==> src/rtl/sbl_pkg.sv <==
`default_nettype none

package sbl_pkg;

  // status codes carried in a result beat
  localparam logic [1:0] STATUS_DONE = 2'd0;
  localparam logic [1:0] STATUS_MISS = 2'd1;
  localparam logic [1:0] STATUS_FULL = 2'd2;

  localparam logic KIND_INSERT = 1'b0;
  localparam logic KIND_REMOVE = 1'b1;

  localparam int ELEM_W  = 8;
  localparam int COUNT_W = 5;

  typedef struct packed {
    logic              kind;
    logic [ELEM_W-1:0] value;
  } in_beat_t;

  typedef struct packed {
    logic [1:0]         status;
    logic [ELEM_W-1:0]  element;
    logic               element_valid;
    logic [COUNT_W-1:0] entry_count;
    logic               last;
  } out_beat_t;

  typedef enum logic [2:0] {
    ST_IDLE,
    ST_INS,
    ST_PUT,
    ST_DEL,
    ST_LIST0,
    ST_LIST
  } state_t;

  typedef enum logic [2:0] {
    IDX_HOLD,
    IDX_TOP,
    IDX_ZERO,
    IDX_INC,
    IDX_DEC
  } idx_op_t;

  typedef enum logic [1:0] {
    WA_ZERO,
    WA_ABOVE,
    WA_BELOW
  } wa_sel_t;

  typedef enum logic {
    WD_VALUE,
    WD_DATA
  } wd_sel_t;

  typedef enum logic [1:0] {
    OCC_HOLD,
    OCC_INC,
    OCC_DEC
  } occ_op_t;

  typedef enum logic [1:0] {
    EMIT_NONE,
    EMIT_SINGLE,
    EMIT_ELEM
  } emit_t;

  typedef struct packed {
    logic       latch_in;
    idx_op_t    idx_op;
    logic       wr_en;
    wa_sel_t    wa_sel;
    wd_sel_t    wd_sel;
    occ_op_t    occ_op;
    logic       found_clr;
    logic       found_set;
    emit_t      emit;
    logic [1:0] status;
  } cmd_t;

  typedef struct packed {
    logic occ_full;
    logic occ_zero;
    logic idx_zero;
    logic at_end;
    logic rd_gt;
    logic rd_eq;
    logic found;
  } sts_t;

endpackage

`default_nettype wire

==> src/rtl/sbl_ram.sv <==
`default_nettype none

module sbl_ram #(
  parameter int WIDTH = 8,
  parameter int DEPTH = 16
) (
  input  wire logic                     clk,
  input  wire logic                     we,
  input  wire logic [$clog2(DEPTH)-1:0] waddr,
  input  wire logic [WIDTH-1:0]         wdata,
  input  wire logic [$clog2(DEPTH)-1:0] raddr,
  output logic      [WIDTH-1:0]         rdata
);

  logic [WIDTH-1:0] mem_r [DEPTH];
  logic [WIDTH-1:0] rdata_r;

  always_ff @(posedge clk) begin
    if (we) begin
      mem_r[waddr] <= wdata;
    end
    rdata_r <= mem_r[raddr];
  end

  assign rdata = rdata_r;

endmodule

`default_nettype wire

==> src/rtl/sbl_ctrl.sv <==
`default_nettype none

module sbl_ctrl (
  input  wire logic          clk,
  input  wire logic          rst_n,
  input  wire logic          start,
  input  wire logic          kind,
  input  wire sbl_pkg::sts_t sts,
  output logic               busy,
  output sbl_pkg::cmd_t      cmd
);

  sbl_pkg::state_t state_r, state_nxt;
  logic            found_now;

  always_ff @(posedge clk) begin
    if (!rst_n) begin
      state_r <= sbl_pkg::ST_IDLE;
    end else begin
      state_r <= state_nxt;
    end
  end

  assign busy      = (state_r != sbl_pkg::ST_IDLE);
  assign found_now = sts.found | sts.rd_eq;

  always_comb begin
    state_nxt     = state_r;
    cmd           = '0;
    cmd.idx_op    = sbl_pkg::IDX_HOLD;
    cmd.wa_sel    = sbl_pkg::WA_ZERO;
    cmd.wd_sel    = sbl_pkg::WD_VALUE;
    cmd.occ_op    = sbl_pkg::OCC_HOLD;
    cmd.emit      = sbl_pkg::EMIT_NONE;
    cmd.status    = sbl_pkg::STATUS_DONE;
    case (state_r)
      sbl_pkg::ST_IDLE: begin
        if (start) begin
          cmd.latch_in = 1'b1;
          if (kind == sbl_pkg::KIND_INSERT) begin
            if (sts.occ_full) begin
              cmd.emit   = sbl_pkg::EMIT_SINGLE;
              cmd.status = sbl_pkg::STATUS_FULL;
            end else if (sts.occ_zero) begin
              state_nxt = sbl_pkg::ST_PUT;
            end else begin
              cmd.idx_op = sbl_pkg::IDX_TOP;
              state_nxt  = sbl_pkg::ST_INS;
            end
          end else begin
            if (sts.occ_zero) begin
              cmd.emit   = sbl_pkg::EMIT_SINGLE;
              cmd.status = sbl_pkg::STATUS_MISS;
            end else begin
              cmd.idx_op    = sbl_pkg::IDX_ZERO;
              cmd.found_clr = 1'b1;
              state_nxt     = sbl_pkg::ST_DEL;
            end
          end
        end
      end
      // walk down from the top, moving larger entries up one slot
      sbl_pkg::ST_INS: begin
        cmd.wr_en  = 1'b1;
        cmd.wa_sel = sbl_pkg::WA_ABOVE;
        if (sts.rd_gt) begin
          cmd.wd_sel = sbl_pkg::WD_DATA;
          if (sts.idx_zero) begin
            state_nxt = sbl_pkg::ST_PUT;
          end else begin
            cmd.idx_op = sbl_pkg::IDX_DEC;
          end
        end else begin
          cmd.wd_sel = sbl_pkg::WD_VALUE;
          cmd.occ_op = sbl_pkg::OCC_INC;
          state_nxt  = sbl_pkg::ST_LIST0;
        end
      end
      sbl_pkg::ST_PUT: begin
        cmd.wr_en  = 1'b1;
        cmd.wa_sel = sbl_pkg::WA_ZERO;
        cmd.wd_sel = sbl_pkg::WD_VALUE;
        cmd.occ_op = sbl_pkg::OCC_INC;
        state_nxt  = sbl_pkg::ST_LIST0;
      end
      // walk up; after the match every entry moves down one slot
      sbl_pkg::ST_DEL: begin
        cmd.wr_en     = sts.found;
        cmd.wa_sel    = sbl_pkg::WA_BELOW;
        cmd.wd_sel    = sbl_pkg::WD_DATA;
        cmd.found_set = sts.rd_eq;
        if (sts.at_end) begin
          if (found_now) begin
            cmd.occ_op = sbl_pkg::OCC_DEC;
            state_nxt  = sbl_pkg::ST_LIST0;
          end else begin
            cmd.emit   = sbl_pkg::EMIT_SINGLE;
            cmd.status = sbl_pkg::STATUS_MISS;
            state_nxt  = sbl_pkg::ST_IDLE;
          end
        end else begin
          cmd.idx_op = sbl_pkg::IDX_INC;
        end
      end
      sbl_pkg::ST_LIST0: begin
        if (sts.occ_zero) begin
          cmd.emit   = sbl_pkg::EMIT_SINGLE;
          cmd.status = sbl_pkg::STATUS_DONE;
          state_nxt  = sbl_pkg::ST_IDLE;
        end else begin
          cmd.idx_op = sbl_pkg::IDX_ZERO;
          state_nxt  = sbl_pkg::ST_LIST;
        end
      end
      sbl_pkg::ST_LIST: begin
        cmd.emit   = sbl_pkg::EMIT_ELEM;
        cmd.status = sbl_pkg::STATUS_DONE;
        if (sts.at_end) begin
          state_nxt = sbl_pkg::ST_IDLE;
        end else begin
          cmd.idx_op = sbl_pkg::IDX_INC;
        end
      end
      default: begin
        state_nxt = sbl_pkg::ST_IDLE;
      end
    endcase
  end

endmodule

`default_nettype wire

==> src/rtl/sbl_dp.sv <==
`default_nettype none

module sbl_dp #(
  parameter int DEPTH = 16
) (
  input  wire logic              clk,
  input  wire logic              rst_n,
  input  wire sbl_pkg::in_beat_t in_beat,
  input  wire sbl_pkg::cmd_t     cmd,
  output sbl_pkg::sts_t          sts,
  output logic                   out_strobe,
  output sbl_pkg::out_beat_t     out_beat
);

  localparam int AW = $clog2(DEPTH);
  localparam int CW = $clog2(DEPTH + 1);

  logic [sbl_pkg::ELEM_W-1:0] val_r;
  logic [AW-1:0]              idx_r, idx_nxt;
  logic [CW-1:0]              occ_r, occ_nxt;
  logic                       found_r, found_nxt;
  logic                       strobe_r;
  sbl_pkg::out_beat_t         beat_r, beat_nxt;

  logic                       wr_en;
  logic [AW-1:0]              wr_addr;
  logic [sbl_pkg::ELEM_W-1:0] wr_data;
  logic [sbl_pkg::ELEM_W-1:0] rd_data;
  logic [31:0]                occ_wide;

  sbl_ram #(
    .WIDTH (sbl_pkg::ELEM_W),
    .DEPTH (DEPTH)
  ) u_ram (
    .clk   (clk),
    .we    (wr_en),
    .waddr (wr_addr),
    .wdata (wr_data),
    .raddr (idx_nxt),
    .rdata (rd_data)
  );

  // read data always belongs to idx_r: the RAM is read at idx_nxt each cycle
  always_comb begin
    case (cmd.idx_op)
      sbl_pkg::IDX_TOP:  idx_nxt = AW'(occ_r - CW'(1));
      sbl_pkg::IDX_ZERO: idx_nxt = '0;
      sbl_pkg::IDX_INC:  idx_nxt = idx_r + AW'(1);
      sbl_pkg::IDX_DEC:  idx_nxt = idx_r - AW'(1);
      default:           idx_nxt = idx_r;
    endcase
  end

  always_comb begin
    case (cmd.wa_sel)
      sbl_pkg::WA_ABOVE: wr_addr = idx_r + AW'(1);
      sbl_pkg::WA_BELOW: wr_addr = idx_r - AW'(1);
      default:           wr_addr = '0;
    endcase
  end

  assign wr_en   = cmd.wr_en;
  assign wr_data = (cmd.wd_sel == sbl_pkg::WD_DATA) ? rd_data : val_r;

  always_comb begin
    case (cmd.occ_op)
      sbl_pkg::OCC_INC: occ_nxt = occ_r + CW'(1);
      sbl_pkg::OCC_DEC: occ_nxt = occ_r - CW'(1);
      default:          occ_nxt = occ_r;
    endcase
  end

  always_comb begin
    found_nxt = found_r;
    if (cmd.found_clr) begin
      found_nxt = 1'b0;
    end else if (cmd.found_set) begin
      found_nxt = 1'b1;
    end
  end

  assign occ_wide = 32'(occ_r);

  always_comb begin
    beat_nxt             = beat_r;
    beat_nxt.status      = cmd.status;
    beat_nxt.entry_count = occ_wide[sbl_pkg::COUNT_W-1:0];
    case (cmd.emit)
      sbl_pkg::EMIT_ELEM: begin
        beat_nxt.element       = rd_data;
        beat_nxt.element_valid = 1'b1;
        beat_nxt.last          = sts.at_end;
      end
      default: begin
        beat_nxt.element       = '0;
        beat_nxt.element_valid = 1'b0;
        beat_nxt.last          = 1'b1;
      end
    endcase
  end

  always_ff @(posedge clk) begin
    if (!rst_n) begin
      occ_r    <= '0;
      idx_r    <= '0;
      found_r  <= 1'b0;
      strobe_r <= 1'b0;
    end else begin
      occ_r    <= occ_nxt;
      idx_r    <= idx_nxt;
      found_r  <= found_nxt;
      strobe_r <= (cmd.emit != sbl_pkg::EMIT_NONE);
    end
  end

  always_ff @(posedge clk) begin
    if (cmd.latch_in) begin
      val_r <= in_beat.value;
    end
    if (cmd.emit != sbl_pkg::EMIT_NONE) begin
      beat_r <= beat_nxt;
    end
  end

  assign sts.occ_full = (occ_r == CW'(DEPTH));
  assign sts.occ_zero = (occ_r == '0);
  assign sts.idx_zero = (idx_r == '0);
  assign sts.at_end   = ((CW'(idx_r) + CW'(1)) == occ_r);
  assign sts.rd_gt    = (rd_data > val_r);
  assign sts.rd_eq    = (rd_data == val_r);
  assign sts.found    = found_r;

  assign out_strobe = strobe_r;
  assign out_beat   = beat_r;

  a_occ_bound: assert property (@(posedge clk) disable iff (!rst_n)
    occ_r <= CW'(DEPTH))
    else $error("occupancy above depth");

  a_wr_in_list: assert property (@(posedge clk) disable iff (!rst_n)
    wr_en |-> (CW'(wr_addr) <= occ_r))
    else $error("write outside the held list");

  a_elem_nonempty: assert property (@(posedge clk) disable iff (!rst_n)
    (cmd.emit == sbl_pkg::EMIT_ELEM) |-> (occ_r != '0))
    else $error("element emitted from empty list");

endmodule

`default_nettype wire

==> src/rtl/sorted_byte_list.sv <==
// Channel  | Ports                        | Handshake
// ---------+------------------------------+-----------------------------------------
// input    | start, busy, in_beat         | beat taken when start && !busy
// result   | out_strobe, out_beat         | beat valid for the one strobe cycle
//
// Steps: busy after the accepting edge, N entries held: an insert landing in
// slot p walks down from the top, ST_LIST0 starts the read, then N + 1 beats
// stream. A remove walks all N entries, on a hit and on a miss alike; the RAM
// reads one entry per cycle. Full insert and remove-from-empty are answered
// from idle with a single beat. Reset: synchronous, active low; the list comes
// up empty, RAM is not cleared. The receiver cannot stall.
`default_nettype none

module sorted_byte_list #(
  parameter int DEPTH = 16
) (
  input  wire logic               clk,
  input  wire logic               rst_n,
  input  wire logic               start,
  output logic                    busy,
  input  wire sbl_pkg::in_beat_t  in_beat,
  output logic                    out_strobe,
  output sbl_pkg::out_beat_t      out_beat
);

  sbl_pkg::cmd_t cmd;
  sbl_pkg::sts_t sts;

  // sequencer: decides each step of the insert, remove and list walks
  sbl_ctrl u_ctrl (
    .clk   (clk),
    .rst_n (rst_n),
    .start (start),
    .kind  (in_beat.kind),
    .sts   (sts),
    .busy  (busy),
    .cmd   (cmd)
  );

  // entry RAM, walk index, occupancy and the registered result beat
  sbl_dp #(
    .DEPTH (DEPTH)
  ) u_dp (
    .clk        (clk),
    .rst_n      (rst_n),
    .in_beat    (in_beat),
    .cmd        (cmd),
    .sts        (sts),
    .out_strobe (out_strobe),
    .out_beat   (out_beat)
  );

  // a result never shows up without an accepted beat or a walk in progress
  a_no_spurious: assert property (@(posedge clk) disable iff (!rst_n)
    out_strobe |-> ($past(busy) || $past(start)))
    else $error("result beat without work");

  // an empty result beat always closes its operation
  a_empty_last: assert property (@(posedge clk) disable iff (!rst_n)
    (out_strobe && !out_beat.element_valid) |-> out_beat.last)
    else $error("empty beat not marked last");

  // refused operations carry no element
  a_fail_empty: assert property (@(posedge clk) disable iff (!rst_n)
    (out_strobe && (out_beat.status != sbl_pkg::STATUS_DONE))
      |-> !out_beat.element_valid)
    else $error("element on a failed operation");

endmodule

`default_nettype wire

==> config.mk <==
export PLATFORM = sky130hd
export DESIGN_NAME = sorted_byte_list
export DESIGN_NICKNAME = d
export VERILOG_FILES = /design/src/rtl/sbl_pkg.sv /design/src/rtl/sbl_ram.sv /design/src/rtl/sbl_ctrl.sv /design/src/rtl/sbl_dp.sv /design/src/rtl/sorted_byte_list.sv
export SDC_FILE = /design/constraint.sdc
export NUM_CORES = 1
export LEC_CHECK = 0
export BUFFER_PORTS_ARGS = -buffer_cell sky130_fd_sc_hd__buf_2
export CELL_PAD_IN_SITES_DETAIL_PLACEMENT = 1
export CELL_PAD_IN_SITES_GLOBAL_PLACEMENT = 2
export CORE_ASPECT_RATIO = 0.9
export CORE_UTILIZATION = 50
export CTS_BUF_LIST = sky130_fd_sc_hd__clkbuf_4 sky130_fd_sc_hd__clkbuf_8
export DETAILED_ROUTE_END_ITERATION = 6
export PLACE_DENSITY_LB_ADDON = 0.2
export SYNTH_ARGS = -nofsm -noshare
export SYNTH_HDL_FRONTEND = slang
export SYNTH_HIERARCHICAL = 1
export SYNTH_SLANG_ARGS = --single-unit
==> constraint.sdc <==
create_clock -name clk -period 5.6 [get_ports clk]
set_input_delay 1.12 -clock clk [delete_from_list [all_inputs] [get_ports clk]]
set_output_delay 1.12 -clock clk [all_outputs]
set_load 0.01 [all_outputs]
==> metrics.txt <==
status=completed; Core ar.=approximately 15,000 um^2; vias per cell=roughly 5.9; Mapped Nets=approximately 530; maximum root-to-sink buffer count=2; final core occ=a little under three fifths; Least-Margin Pin Slew=1.017 ns; max_cap viols=0; unrepaired setup endpoints after global routing=false; DPL Wire Length=11,970 um; Avg Cell Area, Syn=15.28 um^2; worst hold-check path type=flip-flop to flip-flop; Port Buffers=30; clock-pin slew on the worst setup and hold paths=0.09 ns; fin nets=574; Synth Cell Area=between 7000 and 8000 um^2; antenna violations before repair=0; Area growth, synth to finish=9.533%; die area=between 15,000 and 20,000 um^2; crit path launch type=flip-flop; PwrDens=around 580 nW/um^2; Synth Flop Type=edfxtp_1; sequential power share=about two fifths; Critical-path top delay cell=dfxtp_1; Psw=between 1.5 and 2 mW; largest net degree at the start of global routing=19; total number of vias=about 4,500; Max Slew Vio Count=0; endpoints failing setup=0; Seq/Total Area, Yosys=65.24%; Post-Syn Instances=between 500 and 600; io pins=31; first-pass GRT wire length=about 27,000 um; Fmax=between 200 and 250 MHz; global route overflow=0; Final period util=~87%; FF+latch count, synth=around 180; Clock Skew=0.01271 ns; crit-path max FO=18; Arrival @ worst endpoint=~5.2 ns; Post-CTS Resized=0; Cell Chain, Critical Path=inv_1 -> ha_1 -> xnor2_1 -> o211ai_1 -> nor3_1 -> nor2b_1 -> nand2_1 -> o41ai_2 -> buf_4 -> nor2_1 -> xnor2_1 -> mux2i_4 -> buf_4 -> mux4_1 -> a22oi_1 -> nand2_1; Max rail drop VDD=299.3 uV; Synth area leaders=edfxtp_1 60%, dfxtp_1 5.7%, mux4_2 5.3%; CTS Root Buffer Type=clkbuf_8; EDFF count, synth=about 150; WS Path Type=flip-flop to flip-flop; share of cells above drive strength 1=18.78%; RePlAce Congestion=0.8374; CTS tree=done; most frequent cells in the layout=153 x edfxtp_1, 33 x nor2_1, 30 x buf_2; hold_buf cts=0; drt pass-1 iters=5; Max-Slew Margin vs Limit=about a third; cell taking the most area after synthesis=edfxtp_1; fin crit period=between 4 and 5 ns; Fill cells=about 1,400; Clk network pwr share=16.5%; Die X=approximately 130 um; commonest non-fill, non-tap cell in the layout=edfxtp_1; Sink Count=between 150 and 200; leak pwr=~2.9 nW; final wirelength=roughly 18,000 um; critical path required time=just under 6 ns; Starting Density=51.89%; Setup TNS Final=0 ns; vias in the first global route=between 4,000 and 5,000; Comb power frac=a little under half; crit end category=flip-flop; Tot Pwr=4.918 mW; H-tree Lvls=4; Hold Slack=between 0.5 and 0.6 ns; ANT nets after route=0; CP peak stage delay=just under 0.7 ns; Ys Warns=6; Int Pwr=~3.0 mW; Clk Latency, worst-skew pair=between 0.4 and 0.5 ns; synth unique cells=63; ys async rst share=0%; DP Cell Count=between 700 and 800; non-filler cells, final=757; Chip Height=between 100 and 150 um; # Post-CTS Setup Buffers=0; # diodes=0; multi-input logic area=roughly 2400 um^2; wire per inst=approximately 23 um; Synth top area share=between 50 and 60%; num rows=42; final hold violations=0; Initial DRC Count=456; Total GRT Usage=23.78%; Num CTS Buffers=17; register area=5035 um^2; Sw Ratio=slightly below 40%; Post-route DRC=0
-- final cells by class --
class,count,share of cell area [%]
Multi-Input combinational cell,282,28.88
Clock buffer,22,3.360
Timing Repair Buffer,47,3.286
Tap cell,198,2.931
Clock inverter,10,0.9621
Sequential cell,175,59.56
Inverter,23,1.021
-- worst paths after layout --
check	depth (start not counted)	slack [ns]	from	endpoint
hold reg to reg	2	0.55	u_dp/found_r	u_dp/found_r
setup reg to reg	16	0.73	u_dp/idx_r[0]	u_dp/u_ram/rdata[2]
setup / recovery	16	0.73	u_dp/idx_r[0]	u_dp/u_ram/rdata[2]
hold / removal	2	0.55	u_dp/found_r	u_dp/found_r
-- power groups by stage --
stage / combinational (mW) / clock [mW] / sequential [mW]
2_1_floorplan: 1.62 / 0 / 1.85
3_3_place_gp: 2.16 / 0 / 1.91
3_5_place_dp: 2.22 / 0 / 1.91
4_1_cts: 2.23 / 0.830 / 1.89
5_1_grt: 2.42 / 0.878 / 1.91
6_report: 2.22 / 0.813 / 1.89
-- registers in the layout, indices dropped and copies added (netlist names) --
| name | count |
|---|---|
| u_dp/u_ram/mem_r | 128 |
| u_dp/u_ram/rdata | 8 |
| u_dp/out_beat | 17 |
| u_dp/idx_r | 4 |
| u_dp/occ_r | 5 |
| u_dp/out_strobe | 1 |
| u_dp/found_r | 1 |
| u_dp/val_r | 8 |
| u_ctrl/state_r | 3 |
-- cells by family (layout without fill, tap and decap cells) --
logic type      count (synthesis)  count (layout)  share of synthesized area (%)
flops                         175             175                          65.24
simple gates                  138             138                          9.598
compound gates                 73              73                          6.339
buf+inv                        48             102                          3.453
mux                            40              40                          11.07
fa+ha+maj                      16              16                          2.594
xor+xnor                       15              15                          1.702
-- stage by stage --
| step | worst slack, ns | area [um^2] |
|---|---|---|
| 2_1_floorplan | 1.936 | 7717 |
| 3_3_place_gp | 1.090 | 8088 |
| 3_5_place_dp | 0.7399 | 8088 |
| 4_1_cts | 0.7243 | 8453 |
| 5_1_grt | 0.3531 | 8453 |
| 6_report | 0.7274 | 8453 |
-- cell usage after synthesis, types with 2 or more instances --
cell type and number:
ha_1 16, buf_6 5, nor3_1 13, nand4bb_1 2, clkdlybuf4s25_2 3, a211oi_1 2, o21ai_0 17, nor3b_1 3
mux2i_1 7, edfxtp_1 153, xor2_1 6, nand3b_1 4, a311oi_1 3, dfxtp_1 22, clkbuf_1 3, mux4_1 14
nor2_1 33, buf_2 6, a2bb2oi_1 2, nand2b_1 4, a22o_1 2, o31ai_1 2, o211ai_1 2, nand3_1 6
and2_1 14, o41ai_1 2, or3_1 2, buf_1 2, nand4_1 2, xnor2_1 9, a22oi_1 16, mux4_2 18
nand4b_1 3, nand2_1 28, a21oi_1 15, inv_1 23, buf_4 6, nor2b_1 10
-- worst max-delay path: cells and delay by family (launching register included) --
kind                       cells  cell delay (ns)
and+or+nand+nor                5             0.84
muxes                          2             1.26
xor gates and xnor gates       2             0.31
buffers and inverters          3             0.82
adders and majority gates      1             0.40
AOI/OAI and AO/OA              3             0.45
DFF                            1             0.68
-- per-layer routing --
metal  track usage, %  vias up  wire (um)
met5                0        -          0
met4            6.968        0        276
met3            6.548       23       1039
met2            37.53      133       8222
met1            32.34     2284       8030
li1                 -     2036          -
(Power assumes the default switching activity.)
